[config.mk]
export PLATFORM = sky130hd
export DESIGN_NAME = rectangle_fill_write_sequencer
export DESIGN_NICKNAME = d
export VERILOG_FILES = /design/src/design/rfws_pkg.sv /design/src/design/rfws_step.sv /design/src/design/rectangle_fill_write_sequencer.sv
export SDC_FILE = /design/constraint.sdc
export NUM_CORES = 1
export LEC_CHECK = 0
export ABC_AREA = 1
export BUFFER_PORTS_ARGS = -buffer_cell sky130_fd_sc_hd__buf_4
export CORE_MARGIN = 2
export CORE_UTILIZATION = 35
export CTS_BUF_LIST = sky130_fd_sc_hd__clkbuf_4 sky130_fd_sc_hd__clkbuf_8
export DETAILED_ROUTE_END_ITERATION = 10
export GPL_TIMING_DRIVEN = 0
export HOLD_SLACK_MARGIN = 0.02
export PLACE_DENSITY_LB_ADDON = 0.08
export SKIP_CTS_REPAIR_TIMING = 1
export SLEW_MARGIN = 0
export SYNTH_ARGS = -nofsm -noshare
export SYNTH_HDL_FRONTEND = slang
export SYNTH_SLANG_ARGS = --single-unit
[constraint.sdc]
create_clock -name clk -period 9.95 [get_ports clk]
set_input_delay 0.995 -clock clk [delete_from_list [all_inputs] [get_ports clk]]
set_output_delay 0.995 -clock clk [all_outputs]
set_load 0.01 [all_outputs]
[src/design/rfws_pkg.sv]
`timescale 1ns / 1ps
// ----------------------------------------------------------------------------
// rfws_pkg
// Shared types and constants for the rectangle fill write sequencer.
// ----------------------------------------------------------------------------
package rfws_pkg;

	localparam int MAX_DIM      = 4096;
	localparam int DIM_W        = $clog2(MAX_DIM) + 1;
	localparam int ADDR_W       = 32;
	localparam int PITCH_W      = 16;
	localparam int COLOR_W      = 16;
	localparam int WIDE_PIXELS  = 4;
	localparam int DATA_W       = WIDE_PIXELS * COLOR_W;
	localparam int CFG_INDEX_W  = 3;
	localparam int CFG_DATA_W   = 32;

	localparam logic KIND_START = 1'b0;
	localparam logic KIND_STEP  = 1'b1;

	typedef enum logic [CFG_INDEX_W-1:0] {
		CFG_FRAME_BASE    = 3'd0,
		CFG_LINE_PITCH    = 3'd1,
		CFG_SCREEN_WIDTH  = 3'd2,
		CFG_SCREEN_HEIGHT = 3'd3,
		CFG_ROW_OFFSET    = 3'd4
	} cfg_reg_t;

	typedef struct packed {
		logic               kind;
		logic [DIM_W-1:0]   rect_x;
		logic [DIM_W-1:0]   rect_y;
		logic [DIM_W-1:0]   rect_width;
		logic [DIM_W-1:0]   rect_height;
		logic [COLOR_W-1:0] fill_color;
	} in_item_t;

	typedef struct packed {
		logic              accepted;
		logic              write_valid;
		logic [ADDR_W-1:0] write_address;
		logic              write_wide;
		logic [DATA_W-1:0] write_data;
		logic              last_write;
	} out_item_t;

	typedef struct packed {
		logic [ADDR_W-1:0]  frame_base;
		logic [PITCH_W-1:0] line_pitch;
		logic [DIM_W-1:0]   screen_width;
		logic [DIM_W-1:0]   screen_height;
		logic [DIM_W-1:0]   row_offset;
	} cfg_regs_t;

	typedef struct packed {
		logic               busy;
		logic [DIM_W-1:0]   cursor_x;
		logic [DIM_W-1:0]   cursor_row;
		logic [DIM_W-1:0]   start_column;
		logic [DIM_W-1:0]   end_column;
		logic [DIM_W-1:0]   end_row;
		logic [COLOR_W-1:0] held_color;
	} fill_state_t;

endpackage

[src/design/rfws_step.sv]
`timescale 1ns / 1ps
// ----------------------------------------------------------------------------
// rfws_step
// Result and next fill state for one item: start check or next write.
// ----------------------------------------------------------------------------
module rfws_step import rfws_pkg::*; (
	input  in_item_t    item,
	input  fill_state_t state,
	input  cfg_regs_t   cfg,
	output out_item_t   res,
	output fill_state_t state_next
);

	localparam logic [DIM_W:0] STEP_WIDE = (DIM_W+1)'(WIDE_PIXELS);
	localparam logic [DIM_W:0] STEP_ONE  = (DIM_W+1)'(1);

	logic [DIM_W:0]         x_sum;
	logic [DIM_W:0]         y_sum;
	logic                   out_of_bounds;
	logic [DIM_W:0]         row_sum;
	logic [DIM_W+PITCH_W:0] row_product;
	logic [ADDR_W-1:0]      address;
	logic                   wide;
	logic [DIM_W:0]         next_x;
	logic [DIM_W:0]         next_row;
	logic                   row_done;
	logic                   last;

	assign x_sum = {1'b0, item.rect_x} + {1'b0, item.rect_width};
	assign y_sum = {1'b0, item.rect_y} + {1'b0, item.rect_height};
	assign out_of_bounds = (x_sum > {1'b0, cfg.screen_width})
		|| (y_sum > {1'b0, cfg.screen_height});

	assign row_sum     = {1'b0, state.cursor_row} + {1'b0, cfg.row_offset};
	assign row_product = row_sum * cfg.line_pitch;
	assign address     = cfg.frame_base + ADDR_W'(row_product)
		+ ADDR_W'({state.cursor_x, 1'b0});

	assign wide = (state.cursor_x[1:0] == 2'b00)
		&& (({1'b0, state.cursor_x} + STEP_WIDE) <= {1'b0, state.end_column});
	assign next_x   = {1'b0, state.cursor_x} + (wide ? STEP_WIDE : STEP_ONE);
	assign row_done = next_x >= {1'b0, state.end_column};
	assign next_row = {1'b0, state.cursor_row} + STEP_ONE;
	assign last     = row_done && (next_row >= {1'b0, state.end_row});

	always_comb begin
		res        = '0;
		state_next = state;
		if (item.kind == KIND_START) begin
			if (!state.busy && !out_of_bounds) begin
				res.accepted = 1'b1;
				if (item.rect_width != '0 && item.rect_height != '0) begin
					state_next.busy         = 1'b1;
					state_next.cursor_x     = item.rect_x;
					state_next.cursor_row   = item.rect_y;
					state_next.start_column = item.rect_x;
					state_next.end_column   = x_sum[DIM_W-1:0];
					state_next.end_row      = y_sum[DIM_W-1:0];
					state_next.held_color   = item.fill_color;
				end
			end
		end else if (state.busy) begin
			res.write_valid   = 1'b1;
			res.write_address = address;
			res.write_wide    = wide;
			res.write_data    = wide ? {WIDE_PIXELS{state.held_color}}
				: DATA_W'(state.held_color);
			res.last_write    = last;
			if (row_done) begin
				state_next.cursor_x   = state.start_column;
				state_next.cursor_row = next_row[DIM_W-1:0];
				if (last) begin
					state_next.busy = 1'b0;
				end
			end else begin
				state_next.cursor_x = next_x[DIM_W-1:0];
			end
		end
	end

endmodule

[src/design/rectangle_fill_write_sequencer.sv]
`timescale 1ns / 1ps
// ----------------------------------------------------------------------------
// rectangle_fill_write_sequencer
// Fill engine for an RGB565 frame buffer: one write at most per step item.
//
// Input channel item_valid / item_stall / item: a start item (kind 0) checks
// the rectangle against the screen and arms a fill; each step item (kind 1)
// while a fill runs yields its next halfword or aligned 64-bit write.
// Output channel result_valid / result_stall / result: exactly one result
// item per input item, in order.
// Configuration channel cfg_valid / cfg_ready / cfg_index / cfg_data: always
// ready; write only while no item is in flight.
// An item is registered in the input stage and its result in the output
// register. Rate: one item per cycle when not stalled, set by the step logic.
// Reset clears the configuration registers, the fill state and both stages.
// While result_stall is high the result holds, the input stage fills and
// item_stall rises only once that stage is also occupied.
// ----------------------------------------------------------------------------
module rectangle_fill_write_sequencer import rfws_pkg::*; (
	input  logic                   clk,
	input  logic                   arst_n,
	input  logic                   item_valid,
	output logic                   item_stall,
	input  in_item_t               item,
	output logic                   result_valid,
	input  logic                   result_stall,
	output out_item_t              result,
	input  logic                   cfg_valid,
	output logic                   cfg_ready,
	input  logic [CFG_INDEX_W-1:0] cfg_index,
	input  logic [CFG_DATA_W-1:0]  cfg_data
);

	cfg_regs_t   cfg_q;
	fill_state_t state_q;
	fill_state_t state_next;
	in_item_t    item_s1;
	logic        item_valid_s1;
	out_item_t   result_q;
	logic        result_valid_q;
	out_item_t   step_res;
	logic        advance;

	assign cfg_ready    = 1'b1;
	assign advance      = item_valid_s1 && (!result_valid_q || !result_stall);
	assign item_stall   = item_valid_s1 && !advance;
	assign result_valid = result_valid_q;
	assign result       = result_q;

	always_ff @(posedge clk or negedge arst_n) begin
		if (!arst_n) begin
			cfg_q <= '0;
		end else if (cfg_valid && cfg_ready) begin
			unique case (cfg_index)
				CFG_FRAME_BASE:    cfg_q.frame_base    <= cfg_data[ADDR_W-1:0];
				CFG_LINE_PITCH:    cfg_q.line_pitch    <= cfg_data[PITCH_W-1:0];
				CFG_SCREEN_WIDTH:  cfg_q.screen_width  <= cfg_data[DIM_W-1:0];
				CFG_SCREEN_HEIGHT: cfg_q.screen_height <= cfg_data[DIM_W-1:0];
				CFG_ROW_OFFSET:    cfg_q.row_offset    <= cfg_data[DIM_W-1:0];
				default: ;
			endcase
		end
	end

	rfws_step u_step (
		.item       (item_s1),
		.state      (state_q),
		.cfg        (cfg_q),
		.res        (step_res),
		.state_next (state_next)
	);

	always_ff @(posedge clk or negedge arst_n) begin
		if (!arst_n) begin
			item_valid_s1 <= 1'b0;
		end else if (!item_stall) begin
			item_valid_s1 <= item_valid;
		end
	end

	always_ff @(posedge clk) begin
		if (item_valid && !item_stall) begin
			item_s1 <= item;
		end
	end

	always_ff @(posedge clk or negedge arst_n) begin
		if (!arst_n) begin
			state_q        <= '0;
			result_valid_q <= 1'b0;
		end else if (advance) begin
			state_q        <= state_next;
			result_valid_q <= 1'b1;
		end else if (!result_stall) begin
			result_valid_q <= 1'b0;
		end
	end

	always_ff @(posedge clk) begin
		if (advance) begin
			result_q <= step_res;
		end
	end

	// a write always belongs to a running fill
	assert property (@(posedge clk) disable iff (!arst_n)
		(advance && step_res.write_valid) |-> state_q.busy)
		else $error("write issued with no fill running");

	assert property (@(posedge clk) disable iff (!arst_n)
		(advance && step_res.last_write) |=> !state_q.busy)
		else $error("fill still running after its last write");

	assert property (@(posedge clk) disable iff (!arst_n)
		result_valid |-> !(result.accepted && result.write_valid))
		else $error("result both accepts a start and gives a write");

	assert property (@(posedge clk) disable iff (!arst_n)
		state_q.busy |-> (state_q.cursor_x < state_q.end_column))
		else $error("cursor beyond the end of the row");

	assert property (@(posedge clk) disable iff (!arst_n)
		item_stall |-> (result_valid_q && result_stall))
		else $error("input stalled while the output can move");

endmodule

==> flow_metrics.py <==
metrics = {
    "outcome": {
        "status": "finished clean",
    },
    "global_routing": {
        "grt_max_degree": 88,
        "overflow": 0,
        "grt_pass1_wl_um": 118800,
        "grt_antenna_before_repair": 1,
        "grt.total_usage_pct": 21.31,
        "grt_pass1_vias": 20300,
    },
    "yosys": {
        "synth_compound_area_share_pct": 7.435,
        "async_reset_ff_share_pct": 55.52,
        "synth_nets": 3377,
        "synthMuxAreaShare_pct": 0.5025,
        "synth_edf_count": 137,
        "synthDistinctLibCells": 42,
        "synth_fa_ha_area_share_pct": 27.72,
        "syn_area_per_cell_sq_um": 8.653,
        "yosys_warnings": 0,
        "synth-xor-area-share_pct": 1.883,
        "synth_top_family_by_area": "adder cells",
        "synth.ff_latch_count": 308,
        "syn_inst": 2849,
        "synth.area.top_cells": "dfrtp_1, fa_1, edfxtp_1",
        "yosys.area_share.simple_pct": 17.18,
        "post-synth-top-area-cell": "dfrtp_1",
        "ys.flop_type": "dfrtp_1",
        "yosys.area.top_type_share_pct": 17.36,
        "syn_area_sq_um": 24650,
        "ys_seq_area_share_pct": 34.05,
    },
    "critical_path": {
        "critical_path_arrival_ns": 8.65,
        "max_stage_delay_ns": 0.67,
        "crit_buf_inv": 7,
        "cp-start-kind": "flip-flop",
        "crit_required_ns": 10.36,
        "crit_cells": 28,
        "rr_startpoint": "state_q[55]",
        "crit_path_end_kind": "flip-flop",
        "crit_family": "adder cells",
        "critPathKind": "flip-flop to flip-flop",
        "crit_path_start": "state_q[55]",
        "crit_top_cell": "fa_1",
        "crit_slowest_cell": "xor2_1",
        "reg2reg_slack_ns": 1.71,
        "rr_worst_depth": 28,
        "r2r_end": "result[90]",
        "path_max_fanout": 10,
        "cp-endpoint": "result[90]",
    },
    "drt": {
        "drt_iter0_markers": 1101,
        "first_pass_iters": 5,
        "routedWlPerCell_um": 18.60,
        "final_antenna_net_count": 0,
        "vias_per_cell": 4.688,
        "wirelength_um": 76450,
        "drc": 0,
        "vias": 19270,
    },
    "placement": {
        "place_inst": 4002,
        "io_buffer_count": 210,
        "place_congestion": 0.9038,
        "hpwl_um": 61870,
    },
    "sta": {
        "slew_headroom_pct": 41.96,
        "fin_setup_tns_ns": 0,
        "finalHoldViolations": 0,
        "min_period_ns": 8.241,
        "fmax_ghz": 0.1213,
        "setup_violations": 0,
        "skew_ns": 0.06763,
        "slew_viol_final": 0,
        "finalCritPeriodShare_pct": 82.83,
        "rsz0062_at_grt": "no",
        "whs_ns": 0.3044,
        "tightest_slew_ns": 0.8706,
    },
    "flow_run": {
        "drv_cap": 0,
    },
    "floorplanning": {
        "start_util_pct": 35.26,
        "die_x_um": 269.4,
        "fp.dieH_um": 269.4,
        "core_sq_um": 69910,
        "die_area_sq_um": 72570,
        "num_rows": 97,
        "pin_count": 212,
    },
    "cells_and_area": {
        "mostFrequentLayoutCell": "nand2_1",
        "finalNonFillerCells": 4110,
        "final_core_util_pct": 41.05,
        "fillers": 7264,
        "final_cell_mix": "nand2_1, inv_1, buf_4",
        "nets": 3650,
        "area.growth.synth_to_final_pct": 16.39,
        "drive_gt1_share_pct": 13.26,
    },
    "min_path": {
        "hold_class": "primary input to asynchronous set/reset pin",
    },
    "cts": {
        "cts_sinks": 308,
        "cts_buffer_depth": 3,
        "cts_buffers": 58,
        "root_buffer": "clkbuf_8",
        "cts_tree": "done",
        "clk_latency_ns": 0.72,
        "htree_levels": 2,
        "path_clk_slew_ns": 0.06,
    },
    "power": {
        "cellPowerDensity_nw_per_um2": 304.3,
        "leakagePower_nw": 14.86,
        "vdd_drop_max_uv": 292.0,
    },
}
## cell usage after synthesis (all sizes together) (7+ instances only)
master    n
inv     569
nor3     20
mux2     11
or2      14
nor2    231
xor2     43
fa      212
edfxtp  137
ha      207
a21o      7
buf      53
nand3   127
nand4    32
xnor2    10
o21ai   154
dfrtp   171
a21oi   139
o21bai    7
clkbuf   67
nand2   602
## cell families (layout without fill, tap and decap cells)
kind of cell | Yosys count | count (layout)
XOR/XNOR | 53 | 53
adder cells (fa/ha/maj) | 419 | 419
multiplexers | 11 | 11
flip-flops | 308 | 308
AND/OR/NAND/NOR | 1035 | 1035
buffers and inverters | 690 | 1009
AO/OA/AOI/OAI | 332 | 332
other | 1 | 3
## layer usage
| metal | vias to the layer above | part of all wire (%) | GRT usage [%] |
|---|---|---|---|
| met5 | - | 0 | 0 |
| met4 | 0 | 3.2 | 7.149 |
| met3 | 117 | 4.5 | 2.663 |
| met2 | 404 | 49 | 37.22 |
| met1 | 9310 | 43 | 27.28 |
| li1 | 9438 | - | - |
## through the flow
step	cell area (sq um)	total power [mW]	worst slack [ns]
2_1_floorplan	24650	5.486	3.236
3_3_place_gp	27410	7.518	1.735
3_5_place_dp	27490	7.526	1.737
4_1_cts	28690	8.931	1.682
5_1_grt	28690	9.689	1.259
6_report	28690	8.731	1.709
## registers in the layout (all words and copies together) (netlist names)
register	count
item_s1	69
result_valid	1
cfg_q	87
result	68
item_valid_s1	1
state_q	82
## power breakdown
part / internal [mW] / total (mW) / switching (mW) / leakage (nW)
clock: 0.715 / 1.30 / 0.590 / 0.648
combinational: 2.05 / 5.72 / 3.67 / 10.7
sequential: 1.61 / 1.71 / 0.101 / 3.48
total: 4.37 / 8.73 / 4.36 / 14.9
## worst min path at each step
stage | endpoint | startpoint | slack [ns]
global placement | result_valid | item_valid_s1 | 0.44
CTS | cfg_q[72] | arst_n | 0.27
global route | cfg_q[72] | arst_n | 0.33
floorplan | result_valid | item_valid_s1 | 0.43
finish | cfg_q[72] | arst_n | 0.30
detailed placement | state_q[5] | item_s1[5] | 0.46
## layout make-up
cell class              count  area [sq um]  share of cell area (%)
inverters                 570          2142                   7.465
plain buffers             120         625.6                   2.180
diodes                      2         5.005                 0.01744
multi-input cells        1851         13500                   47.05
flip-flops and latches    308          8393                   29.25
clock buffers              89          1075                   3.746
repair buffers            213          1652                   5.756
clock inverters            17         123.9                  0.4317
well taps                 940          1176                   4.099
No activity file was read; power rests on OpenSTA's default activity.
